[src/hw/rtl/dqb_pkg.sv]
// Shared types, constants and byte-select functions of the DNS query builder.
// Used by the channel interfaces, the front queue, the back sequencer and the top level.
`timescale 1ns / 1ps

package dqb_pkg;

    localparam int BYTE_W      = 8;
    localparam int WORD_W      = 16;
    localparam int NAME_W      = 9;
    localparam int CFG_IDX_W   = 2;
    localparam int CNT_W       = 4;
    localparam int QUEUE_DEPTH = 4;
    localparam int QPTR_W      = 2;
    localparam int QCNT_W      = 3;

    localparam int HEADER_BYTES = 12;
    localparam int TAIL_BYTES   = 5;

    localparam logic [BYTE_W-1:0] DOT_CHAR = 8'h2E;

    localparam logic [CFG_IDX_W-1:0] CFG_HEADER_FLAGS = 2'd0;
    localparam logic [CFG_IDX_W-1:0] CFG_QUERY_TYPE   = 2'd1;
    localparam logic [CFG_IDX_W-1:0] CFG_QUERY_CLASS  = 2'd2;

    localparam logic [WORD_W-1:0] RST_HEADER_FLAGS = 16'h0100;
    localparam logic [WORD_W-1:0] RST_QUERY_TYPE   = 16'h0001;
    localparam logic [WORD_W-1:0] RST_QUERY_CLASS  = 16'h0001;

    typedef enum logic [2:0] {
        ST_IDLE,
        ST_HEADER,
        ST_STORE,
        ST_CHECK,
        ST_LEN,
        ST_DATA,
        ST_TAIL
    } t_state;

    typedef struct packed {
        logic [BYTE_W-1:0] char_byte;
        logic              last_char;
        logic [WORD_W-1:0] query_id;
        logic              first;
        logic              is_dot;
    } t_cmd;

    typedef struct packed {
        logic [WORD_W-1:0] header_flags;
        logic [WORD_W-1:0] query_type;
        logic [WORD_W-1:0] query_class;
    } t_cfg;

    function automatic logic [BYTE_W-1:0] header_byte(input logic [CNT_W-1:0] idx,
                                                      input logic [WORD_W-1:0] id,
                                                      input logic [WORD_W-1:0] flags);
        logic [BYTE_W-1:0] b;
        unique case (idx)
            4'd0:    b = id[15:8];
            4'd1:    b = id[7:0];
            4'd2:    b = flags[15:8];
            4'd3:    b = flags[7:0];
            4'd5:    b = 8'd1;
            default: b = 8'd0;
        endcase
        return b;
    endfunction

    function automatic logic [BYTE_W-1:0] tail_byte(input logic [CNT_W-1:0] idx,
                                                    input logic [WORD_W-1:0] qtype,
                                                    input logic [WORD_W-1:0] qclass);
        logic [BYTE_W-1:0] b;
        unique case (idx)
            4'd1:    b = qtype[15:8];
            4'd2:    b = qtype[7:0];
            4'd3:    b = qclass[15:8];
            4'd4:    b = qclass[7:0];
            default: b = 8'd0;
        endcase
        return b;
    endfunction

endpackage

[src/hw/rtl/dqb_char_if.sv]
// Input channel of the DNS query builder: one hostname character per transaction.
// Depends on dqb_pkg for field widths.
`timescale 1ns / 1ps

interface dqb_char_if;
    logic                      valid;
    logic                      ready;
    logic [dqb_pkg::BYTE_W-1:0] char_byte;
    logic                      last_char;
    logic [dqb_pkg::WORD_W-1:0] query_id;

    modport source (output valid, output char_byte, output last_char, output query_id,
                    input ready);
    modport sink   (input valid, input char_byte, input last_char, input query_id,
                    output ready);
endinterface

[src/hw/rtl/dqb_byte_if.sv]
// Output channel of the DNS query builder: one message byte per transaction.
// Depends on dqb_pkg for field widths.
`timescale 1ns / 1ps

interface dqb_byte_if;
    logic                      valid;
    logic                      ready;
    logic [dqb_pkg::BYTE_W-1:0] out_byte;
    logic                      last_byte;
    logic [dqb_pkg::NAME_W-1:0] query_length;
    logic                      label_truncated;

    modport source (output valid, output out_byte, output last_byte, output query_length,
                    output label_truncated, input ready);
    modport sink   (input valid, input out_byte, input last_byte, input query_length,
                    input label_truncated, output ready);
endinterface

[src/hw/rtl/dqb_front.sv]
// Front end: accepts characters, tags the first one of a query and dots,
// and holds them in a short command queue. Depends on dqb_pkg and dqb_char_if.
`timescale 1ns / 1ps

module dqb_front (
    input  logic            i_clk,
    input  logic            i_rst_n,
    dqb_char_if.sink        i_char,
    output dqb_pkg::t_cmd   o_cmd,
    output logic            o_cmd_valid,
    input  logic            i_cmd_pop
);

    dqb_pkg::t_cmd                 r_q [dqb_pkg::QUEUE_DEPTH];
    logic [dqb_pkg::QPTR_W-1:0]    r_wr;
    logic [dqb_pkg::QPTR_W-1:0]    r_rd;
    logic [dqb_pkg::QCNT_W-1:0]    r_cnt;
    logic                          r_in_query;
    logic                          push;
    logic                          pop;
    dqb_pkg::t_cmd                 new_cmd;

    assign i_char.ready = (r_cnt != dqb_pkg::QCNT_W'(dqb_pkg::QUEUE_DEPTH));
    assign push         = i_char.valid && i_char.ready;
    assign o_cmd_valid  = (r_cnt != '0);
    assign pop          = i_cmd_pop && o_cmd_valid;
    assign o_cmd        = r_q[r_rd];

    always_comb begin
        new_cmd.char_byte = i_char.char_byte;
        new_cmd.last_char = i_char.last_char;
        new_cmd.query_id  = i_char.query_id;
        new_cmd.first     = !r_in_query;
        new_cmd.is_dot    = (i_char.char_byte == dqb_pkg::DOT_CHAR);
    end

    always_ff @(posedge i_clk) begin
        if (push) begin
            r_q[r_wr] <= new_cmd;
        end
    end

    always_ff @(posedge i_clk) begin
        if (!i_rst_n) begin
            r_wr       <= '0;
            r_rd       <= '0;
            r_cnt      <= '0;
            r_in_query <= 1'b0;
        end else begin
            if (push) begin
                r_wr       <= r_wr + 1'b1;
                r_in_query <= !i_char.last_char;
            end
            if (pop) begin
                r_rd <= r_rd + 1'b1;
            end
            if (push && !pop) begin
                r_cnt <= r_cnt + 1'b1;
            end else if (pop && !push) begin
                r_cnt <= r_cnt - 1'b1;
            end
        end
    end

endmodule

[src/hw/rtl/dqb_back.sv]
// Back end: sequencer that writes the header, buffers labels in a small memory,
// flushes them as length and characters, and ends the query with root, type and class.
// Depends on dqb_pkg and dqb_byte_if.
`timescale 1ns / 1ps

module dqb_back #(
    parameter int LABEL_MAX = 32,
    parameter int NAME_MAX  = 255
) (
    input  logic            i_clk,
    input  logic            i_rst_n,
    input  dqb_pkg::t_cmd   i_cmd,
    input  logic            i_cmd_valid,
    output logic            o_cmd_pop,
    input  dqb_pkg::t_cfg   i_cfg,
    dqb_byte_if.source      o_byte
);

    localparam int CW = $clog2(LABEL_MAX + 1);
    localparam int AW = (LABEL_MAX > 1) ? $clog2(LABEL_MAX) : 1;

    dqb_pkg::t_state               r_state, n_state;
    dqb_pkg::t_cmd                 r_cmd, n_cmd;
    logic [dqb_pkg::CNT_W-1:0]     r_cnt, n_cnt;
    logic [CW-1:0]                 r_label_count, n_label_count;
    logic                          r_ovf, n_ovf;
    logic [dqb_pkg::NAME_W-1:0]    r_name_bytes, n_name_bytes;
    logic [CW-1:0]                 r_len, n_len;
    logic                          r_trunc, n_trunc;
    logic [CW-1:0]                 r_idx, n_idx;

    logic [dqb_pkg::BYTE_W-1:0]    r_mem [LABEL_MAX];
    logic [dqb_pkg::BYTE_W-1:0]    r_rd_data;
    logic                          mem_we;
    logic [AW-1:0]                 mem_addr;
    logic [CW-1:0]                 rd_idx;

    logic                          r_out_valid;
    logic [dqb_pkg::BYTE_W-1:0]    r_out_byte;
    logic                          r_out_last;
    logic [dqb_pkg::NAME_W-1:0]    r_out_len;
    logic                          r_out_trunc;

    logic                          can_emit;
    logic                          emit;
    logic                          emit_fire;
    logic [dqb_pkg::BYTE_W-1:0]    emit_byte;
    logic                          emit_last;
    logic [dqb_pkg::NAME_W-1:0]    emit_len;
    logic                          emit_trunc;

    logic [9:0]                    nb_ext;
    logic [9:0]                    avail;
    logic                          flush_go;
    logic [CW-1:0]                 eff_len;
    logic                          eff_trunc;
    logic [dqb_pkg::NAME_W-1:0]    total;

    assign can_emit  = !r_out_valid || o_byte.ready;
    assign emit_fire = emit && can_emit;
    assign o_cmd_pop = (r_state == dqb_pkg::ST_IDLE) && i_cmd_valid;

    assign nb_ext    = {1'b0, r_name_bytes};
    assign avail     = 10'(NAME_MAX) - 10'd2 - nb_ext;
    assign flush_go  = (r_label_count != '0) && ((nb_ext + 10'd3) <= 10'(NAME_MAX));
    assign eff_trunc = r_ovf || (10'(r_label_count) > avail);
    assign eff_len   = (10'(r_label_count) > avail) ? avail[CW-1:0] : r_label_count;
    assign total     = r_name_bytes
                     + dqb_pkg::NAME_W'(dqb_pkg::HEADER_BYTES + dqb_pkg::TAIL_BYTES);

    always_comb begin
        n_state = r_state;
        unique case (r_state)
            dqb_pkg::ST_IDLE: begin
                if (i_cmd_valid) begin
                    n_state = i_cmd.first ? dqb_pkg::ST_HEADER : dqb_pkg::ST_STORE;
                end
            end
            dqb_pkg::ST_HEADER: begin
                if (can_emit && r_cnt == dqb_pkg::CNT_W'(dqb_pkg::HEADER_BYTES - 1)) begin
                    n_state = dqb_pkg::ST_STORE;
                end
            end
            dqb_pkg::ST_STORE: begin
                n_state = (r_cmd.is_dot || r_cmd.last_char) ? dqb_pkg::ST_CHECK
                                                            : dqb_pkg::ST_IDLE;
            end
            dqb_pkg::ST_CHECK: begin
                if (flush_go) begin
                    n_state = dqb_pkg::ST_LEN;
                end else begin
                    n_state = r_cmd.last_char ? dqb_pkg::ST_TAIL : dqb_pkg::ST_IDLE;
                end
            end
            dqb_pkg::ST_LEN: begin
                if (can_emit) begin
                    n_state = dqb_pkg::ST_DATA;
                end
            end
            dqb_pkg::ST_DATA: begin
                if (can_emit && r_idx == r_len - 1'b1) begin
                    n_state = r_cmd.last_char ? dqb_pkg::ST_TAIL : dqb_pkg::ST_IDLE;
                end
            end
            dqb_pkg::ST_TAIL: begin
                if (can_emit && r_cnt == dqb_pkg::CNT_W'(dqb_pkg::TAIL_BYTES - 1)) begin
                    n_state = dqb_pkg::ST_IDLE;
                end
            end
            default: n_state = dqb_pkg::ST_IDLE;
        endcase
    end

    always_comb begin
        n_cmd         = r_cmd;
        n_cnt         = r_cnt;
        n_label_count = r_label_count;
        n_ovf         = r_ovf;
        n_name_bytes  = r_name_bytes;
        n_len         = r_len;
        n_trunc       = r_trunc;
        n_idx         = r_idx;
        mem_we        = 1'b0;
        mem_addr      = r_label_count[AW-1:0];
        emit          = 1'b0;
        emit_byte     = '0;
        emit_last     = 1'b0;
        emit_len      = '0;
        emit_trunc    = 1'b0;
        unique case (r_state)
            dqb_pkg::ST_IDLE: begin
                if (i_cmd_valid) begin
                    n_cmd = i_cmd;
                    n_cnt = '0;
                    if (i_cmd.first) begin
                        n_name_bytes  = '0;
                        n_label_count = '0;
                        n_ovf         = 1'b0;
                    end
                end
            end
            dqb_pkg::ST_HEADER: begin
                emit      = 1'b1;
                emit_byte = dqb_pkg::header_byte(r_cnt, r_cmd.query_id, i_cfg.header_flags);
                if (can_emit) begin
                    n_cnt = r_cnt + 1'b1;
                end
            end
            dqb_pkg::ST_STORE: begin
                if (!r_cmd.is_dot) begin
                    if (r_label_count < CW'(LABEL_MAX)) begin
                        mem_we        = 1'b1;
                        n_label_count = r_label_count + 1'b1;
                    end else begin
                        n_ovf = 1'b1;
                    end
                end
            end
            dqb_pkg::ST_CHECK: begin
                n_label_count = '0;
                n_ovf         = 1'b0;
                n_cnt         = '0;
                n_idx         = '0;
                n_len         = eff_len;
                n_trunc       = eff_trunc;
            end
            dqb_pkg::ST_LEN: begin
                emit       = 1'b1;
                emit_byte  = dqb_pkg::BYTE_W'(r_len);
                emit_trunc = r_trunc;
                if (can_emit) begin
                    n_name_bytes = r_name_bytes + 1'b1 + dqb_pkg::NAME_W'(r_len);
                end
            end
            dqb_pkg::ST_DATA: begin
                emit      = 1'b1;
                emit_byte = r_rd_data;
                if (can_emit) begin
                    n_idx = r_idx + 1'b1;
                end
            end
            dqb_pkg::ST_TAIL: begin
                emit      = 1'b1;
                emit_byte = dqb_pkg::tail_byte(r_cnt, i_cfg.query_type, i_cfg.query_class);
                if (r_cnt == dqb_pkg::CNT_W'(dqb_pkg::TAIL_BYTES - 1)) begin
                    emit_last = 1'b1;
                    emit_len  = total;
                    if (can_emit) begin
                        n_name_bytes = '0;
                    end
                end
                if (can_emit) begin
                    n_cnt = r_cnt + 1'b1;
                end
            end
            default: begin
                emit = 1'b0;
            end
        endcase
    end

    assign rd_idx = ((r_state == dqb_pkg::ST_DATA) && can_emit) ? r_idx + 1'b1 : r_idx;

    always_ff @(posedge i_clk) begin
        if (mem_we) begin
            r_mem[mem_addr] <= r_cmd.char_byte;
        end
        r_rd_data <= r_mem[rd_idx[AW-1:0]];
    end

    always_ff @(posedge i_clk) begin
        r_cmd   <= n_cmd;
        r_len   <= n_len;
        r_trunc <= n_trunc;
        r_idx   <= n_idx;
        if (emit_fire) begin
            r_out_byte  <= emit_byte;
            r_out_last  <= emit_last;
            r_out_len   <= emit_len;
            r_out_trunc <= emit_trunc;
        end
    end

    always_ff @(posedge i_clk) begin
        if (!i_rst_n) begin
            r_state       <= dqb_pkg::ST_IDLE;
            r_cnt         <= '0;
            r_label_count <= '0;
            r_ovf         <= 1'b0;
            r_name_bytes  <= '0;
            r_out_valid   <= 1'b0;
        end else begin
            r_state       <= n_state;
            r_cnt         <= n_cnt;
            r_label_count <= n_label_count;
            r_ovf         <= n_ovf;
            r_name_bytes  <= n_name_bytes;
            if (emit_fire) begin
                r_out_valid <= 1'b1;
            end else if (o_byte.ready) begin
                r_out_valid <= 1'b0;
            end
        end
    end

    assign o_byte.valid           = r_out_valid;
    assign o_byte.out_byte        = r_out_byte;
    assign o_byte.last_byte       = r_out_last;
    assign o_byte.query_length    = r_out_len;
    assign o_byte.label_truncated = r_out_trunc;

    a_label_count_bound: assert property (@(posedge i_clk) disable iff (!i_rst_n)
        r_label_count <= CW'(LABEL_MAX))
        else $error("label count exceeds the label buffer");

    a_name_bound: assert property (@(posedge i_clk) disable iff (!i_rst_n)
        10'(r_name_bytes) <= 10'(NAME_MAX) - 10'd1)
        else $error("encoded name leaves no room for the root byte");

    a_data_index: assert property (@(posedge i_clk) disable iff (!i_rst_n)
        (r_state == dqb_pkg::ST_DATA) |-> (r_idx < r_len) && (r_len != '0))
        else $error("label read runs past its length");

    a_last_length: assert property (@(posedge i_clk) disable iff (!i_rst_n)
        (r_out_valid && r_out_last) |->
            (r_out_len >= dqb_pkg::NAME_W'(dqb_pkg::HEADER_BYTES + dqb_pkg::TAIL_BYTES)))
        else $error("final byte carries a short message length");

    a_stall_holds: assert property (@(posedge i_clk) disable iff (!i_rst_n)
        (r_state == dqb_pkg::ST_TAIL && !can_emit) |=> (r_state == dqb_pkg::ST_TAIL))
        else $error("tail sequencer advanced while the output was stalled");

endmodule

[src/hw/rtl/dns_query_builder.sv]
// Top level of the DNS query builder: configuration registers, front queue and back sequencer.
// Depends on dqb_pkg, dqb_char_if, dqb_byte_if, dqb_front and dqb_back.
//
// Characters enter through a four-entry command queue and are carried out by a back
// sequencer that produces at most one message byte per cycle into an output register.
// An ordinary character is taken from the queue in ST_IDLE and written into the label
// buffer in ST_STORE. The first character of a query first passes through ST_HEADER for
// the twelve header bytes; a label flush goes through ST_CHECK, then ST_LEN for the length
// byte and ST_DATA for the label characters; the end of a query goes through ST_TAIL for
// the root byte, type and class. Output stalls hold the byte-emitting states. The label
// buffer holds LABEL_MAX bytes and needs no clearing after reset.
`timescale 1ns / 1ps

module dns_query_builder #(
    parameter int LABEL_MAX = 32,
    parameter int NAME_MAX  = 255
) (
    input  logic                          i_clk,
    input  logic                          i_rst_n,
    dqb_char_if.sink                      i_char,
    dqb_byte_if.source                    o_byte,
    input  logic                          i_cfg_we,
    input  logic [dqb_pkg::CFG_IDX_W-1:0] i_cfg_idx,
    input  logic [dqb_pkg::WORD_W-1:0]    i_cfg_data
);

    dqb_pkg::t_cfg r_cfg;
    dqb_pkg::t_cmd cmd;
    logic          cmd_valid;
    logic          cmd_pop;

    always_ff @(posedge i_clk) begin
        if (!i_rst_n) begin
            r_cfg.header_flags <= dqb_pkg::RST_HEADER_FLAGS;
            r_cfg.query_type   <= dqb_pkg::RST_QUERY_TYPE;
            r_cfg.query_class  <= dqb_pkg::RST_QUERY_CLASS;
        end else if (i_cfg_we) begin
            unique case (i_cfg_idx)
                dqb_pkg::CFG_HEADER_FLAGS: r_cfg.header_flags <= i_cfg_data;
                dqb_pkg::CFG_QUERY_TYPE:   r_cfg.query_type   <= i_cfg_data;
                dqb_pkg::CFG_QUERY_CLASS:  r_cfg.query_class  <= i_cfg_data;
                default:                   r_cfg              <= r_cfg;
            endcase
        end
    end

    dqb_front u_front (
        .i_clk       (i_clk),
        .i_rst_n     (i_rst_n),
        .i_char      (i_char),
        .o_cmd       (cmd),
        .o_cmd_valid (cmd_valid),
        .i_cmd_pop   (cmd_pop)
    );

    dqb_back #(
        .LABEL_MAX (LABEL_MAX),
        .NAME_MAX  (NAME_MAX)
    ) u_back (
        .i_clk       (i_clk),
        .i_rst_n     (i_rst_n),
        .i_cmd       (cmd),
        .i_cmd_valid (cmd_valid),
        .o_cmd_pop   (cmd_pop),
        .i_cfg       (r_cfg),
        .o_byte      (o_byte)
    );

endmodule
[src/flat_wrapper.sv]
// flat-port wrapper written by rule: the top's interface ports become plain ports
module dns_query_builder_flat 
#(
    parameter int LABEL_MAX = 32,
    parameter int NAME_MAX  = 255
)
  (i_clk, i_rst_n, i_cfg_we, i_cfg_idx, i_cfg_data, i_char_valid, i_char_char_byte, i_char_last_char, i_char_query_id, i_char_ready, o_byte_valid, o_byte_out_byte, o_byte_last_byte, o_byte_query_length, o_byte_label_truncated, o_byte_ready);
  dqb_char_if i_char_i ();
  dqb_byte_if o_byte_i ();
  input  logic i_clk;
  input  logic i_rst_n;
  input  logic i_cfg_we;
  input  logic [dqb_pkg::CFG_IDX_W-1:0] i_cfg_idx;
  input  logic [dqb_pkg::WORD_W-1:0] i_cfg_data;
  input wire logic [$bits(i_char_i.valid)-1:0] i_char_valid;
  input wire logic [$bits(i_char_i.char_byte)-1:0] i_char_char_byte;
  input wire logic [$bits(i_char_i.last_char)-1:0] i_char_last_char;
  input wire logic [$bits(i_char_i.query_id)-1:0] i_char_query_id;
  output wire logic [$bits(i_char_i.ready)-1:0] i_char_ready;
  output wire logic [$bits(o_byte_i.valid)-1:0] o_byte_valid;
  output wire logic [$bits(o_byte_i.out_byte)-1:0] o_byte_out_byte;
  output wire logic [$bits(o_byte_i.last_byte)-1:0] o_byte_last_byte;
  output wire logic [$bits(o_byte_i.query_length)-1:0] o_byte_query_length;
  output wire logic [$bits(o_byte_i.label_truncated)-1:0] o_byte_label_truncated;
  input wire logic [$bits(o_byte_i.ready)-1:0] o_byte_ready;
  assign i_char_i.valid = i_char_valid;
  assign i_char_i.char_byte = i_char_char_byte;
  assign i_char_i.last_char = i_char_last_char;
  assign i_char_i.query_id = i_char_query_id;
  assign i_char_ready = i_char_i.ready;
  assign o_byte_valid = o_byte_i.valid;
  assign o_byte_out_byte = o_byte_i.out_byte;
  assign o_byte_last_byte = o_byte_i.last_byte;
  assign o_byte_query_length = o_byte_i.query_length;
  assign o_byte_label_truncated = o_byte_i.label_truncated;
  assign o_byte_i.ready = o_byte_ready;
  dns_query_builder #(.LABEL_MAX(LABEL_MAX), .NAME_MAX(NAME_MAX)) u_core (.i_clk(i_clk), .i_rst_n(i_rst_n), .i_char(i_char_i), .o_byte(o_byte_i), .i_cfg_we(i_cfg_we), .i_cfg_idx(i_cfg_idx), .i_cfg_data(i_cfg_data));
endmodule
[config.mk]
export PLATFORM = sky130hd
export DESIGN_NAME = dns_query_builder_flat
export DESIGN_NICKNAME = d
export VERILOG_FILES = /design/src/hw/rtl/dqb_pkg.sv /design/src/hw/rtl/dqb_char_if.sv /design/src/hw/rtl/dqb_byte_if.sv /design/src/hw/rtl/dqb_front.sv /design/src/hw/rtl/dqb_back.sv /design/src/hw/rtl/dns_query_builder.sv /design/src/flat_wrapper.sv
export SDC_FILE = /design/constraint.sdc
export NUM_CORES = 1
export LEC_CHECK = 0
export BUFFER_PORTS_ARGS = -buffer_cell sky130_fd_sc_hd__buf_2
export CORE_ASPECT_RATIO = 1.5
export CORE_MARGIN = 4
export CORE_UTILIZATION = 45
export CTS_CLUSTER_DIAMETER = 40
export CTS_CLUSTER_SIZE = 20
export DETAILED_ROUTE_END_ITERATION = 6
export PLACE_DENSITY_LB_ADDON = 0.05
export SLEW_MARGIN = 20
export SYNTH_ARGS = -nofsm -noshare
export SYNTH_HDL_FRONTEND = slang
export SYNTH_SLANG_ARGS = --single-unit
[constraint.sdc]
create_clock -name i_clk -period 4.6 [get_ports i_clk]
set_input_delay 0.69 -clock i_clk [delete_from_list [all_inputs] [get_ports i_clk]]
set_output_delay 0.69 -clock i_clk [all_outputs]
set_load 0.05 [all_outputs]
==> impl_results.md <==
- Sequential share of the synthesized area: 65.7%
- Iteration-0 DRC Markers: between 900 and 1000
- Fillcell total: 4296
- Row count: approximately 100
- Multi-input gate area: 0.00690 mm2
- Unique masters post-synth: 65
- Leakage: between 0.008 and 0.009 uW
- CTS clock-pin slew for the worst setup and hold paths: 0.07 ns
- Vias in the first global route: 14600
- CP Class: flop to flop
- Arrival time worst endpoint: between 4 and 5 ns
- Actual slew at the worst max-slew pin: just under 1 ns
- Number of flops mapped to enable cells by yosys: about 420
- Pin count of the biggest net entering global routing: 80
- Total of max-cap violations: 0
- Worst Hold Class: input port to flop
- CP bufs+invs: 1
- First-pass GRT wire length: ~90000 um
- Worst-skew pair later-pin latency: 0.61 ns
- Syn nets: roughly 1800
- Peak VDD IR: ~0.00042 V
- #FFs+latches synth: approximately 500
- HPWL after DPL: 39300 um
- WP data required: 5.03 ns
- Vias/cell: 5.96
- Mapped Avg Cell Area: about 13 um2
- Status: finished, final reports clean
- # resized after CTS: 0
- Final net count: roughly 1800
- Crit-path max cell delay: between 0.8 and 0.9 ns
- Die ar.: 0.0526 mm2
- Ys flop type: edfxtp_1
- Max_slew headroom: 34.0%
- Final Setup Violations: 0
- Pwr/cell area: approximately 520 mW/mm2
- TritonCTS Buffers: 52
- Root buffer cell: clkbuf_16
- GRT Total Usage: approximately 22%
- Startpoint types: flop
- Clock skew: 0.0233 ns
- Vias: approximately 15000
- Reg area: 0.0145 mm2
- Clock buffer depth: 3
- CP Max Fanout: 79
- Routability cong.: approximately 0.85
- Final wirelength: between 50000 and 60000 um
- DP Area: 0.0231 mm2
- Final slew viol count: 0
- # hold bufs at CTS: 0
- Crit-path leading delay family: compound AO/OA/AOI/OAI gates
- Share of cells above drive strength 1: between 10% and 20%
- Unrepaired setup endpoints after global routing: no
- Crit path cell chain: nand3b_4 -> nor2_1 -> nand2_4 -> buf_4 -> o22ai_1 -> nor3_1 -> o41ai_1 -> o2111ai_1
- Max Clock Freq: approximately 0.28 GHz
- Cell area after synthesis: 0.0220 mm2
- Warnings, synthesis: 0
- Clk sinks: roughly 510
- Slowest-stage cell, CP: o41ai_1
- Setup TNS Final: 0 ns
- I/O Buffers: 68
- Mean routed wirelength per cell: 24.2 um
- Die extent in y: around 280 um
- DRC: 0
- Ys async rst share: 0%
- Post-DRT Antenna Nets: 0
- Initial antenna violation count: 1
- Cells after Synth: 1705
- Synth-to-layout area growth: 13.4%
- Critical Path Sink Type: flop
- Die Wd: 189 um
- Most common cell after layout, fill and taps aside: edfxtp_1
- Grt total ovfl: 0
- Final hold viol count: 0
- TritonCTS clock tree: done
- Top Ports: 69
- Initial DRT Pass Iterations: 5
- Final worst path period share: 78.7%
- CORE AREA: approximately 0.05 mm2
- Setup Buffers After CTS: 0
- Period minus WS final: around 3.6 ns
- ANT cells: 0
- Starting Density: a little under half
- H-tree depth: 2
- Most frequent cells in the layout: edfxtp_1 (422), o22ai_1 (249), nor3_1 (140)
- Final instance area: approximately 0.025 mm2
## power by group
part	switching [uW]	total (uW)	internal, uW
Combinational	1670	2450	772
Clock	1970	4400	2430
Sequential	320	6110	5790
## worst reg2reg max path, delay by kind of cell, from the launching register on
kind,cells,cell delay [ns]
flip-flops,1,0.67
AND/OR/NAND/NOR,4,1.15
buffers and inverters,1,0.45
AO/OA/AOI/OAI,3,1.20
## cells in the mapped netlist (all sizes together), types with 20 or more instances
master  instances  share of area (%)
nor2           86                1.5
o41ai          26                1.1
a22oi          20               0.68
o21ai          30               0.68
buf            68                1.8
ha             32                1.8
nand2         139                2.4
edfxtp        422                 58
o22ai         259                7.6
nor3          141                3.2
a21oi          52                1.2
a21boi         25               0.85
dfxtp          90                8.2
mux4           27                2.8
inv            26               0.44
clkbuf         53               0.90
## cell families after synthesis
group	synth area share [%]
multiplexers	3.40
AO/OA/AOI/OAI	14.4
flip-flops	65.7
AND/OR/NAND/NOR	10.2
adder cells (fa/ha/maj)	2.00
buffers and inverters	3.17
XOR/XNOR	1.11
## final timing paths
check	startpoint	end	slack, ns	depth (start not counted)
worst max-delay path	u_core.u_back.r_state[0]	u_core.u_back.r_rd_data[1]	0.98	8
worst min-delay path	i_char_query_id[1]	u_core.u_front.r_q[3][3]	0.30	1
worst max register to register	u_core.u_back.r_state[0]	u_core.u_back.r_rd_data[1]	0.98	8
worst min register to register	u_core.u_back.r_ovf	u_core.u_back.r_ovf	0.45	2
## routing by layer
metal	wire length (um)	share of wire (%)	global-route usage (%)
met5	13	0.022	0
met4	2490	4.2	8.58
met3	2610	4.4	2.98
met2	31900	53	41.0
met1	22600	38	26.5
## layout make-up
cell class	count	share of cell area, %
well taps	656	3.28
repair buffers	129	3.53
clock inverters	38	1.49
flip-flops and latches	512	57.9
multi-input cells	1045	27.6
inverters	27	0.406
clock buffers	59	5.74
## metrics by stage
step           utilization [%]  power, uW  setup WS (ns)  instances  hold slack, ns
2_1_floorplan                -       7660           1.45       1705           0.421
3_3_place_gp              47.6       8610           1.02       2366           0.438
3_5_place_dp              47.6       8660          0.909       2367           0.441
4_1_cts                   51.4      13100           1.00       2464           0.263
5_1_grt                   51.5      13500          0.793       2466           0.277
6_report                  51.5      13000          0.978       2466           0.298
## sequential cells by signal, indices dropped and copies added, names as in the netlist, 4 cells and up, named ones only
register / cells
u_core.u_back.r_rd_data: 8
u_core.u_back.r_name_bytes: 9
u_core.u_back.r_len: 6
u_core.r_cfg: 48
u_core.u_back.o_byte.query_length: 9
u_core.u_back.r_label_count: 6
u_core.u_front.r_q: 108
u_core.u_back.r_cmd: 26
u_core.u_back.r_cnt: 4
u_core.u_back.r_idx: 6
u_core.u_back.o_byte.out_byte: 8
u_core.u_back.r_mem: 256
Note: power is estimated with default switching activity, not from simulation.
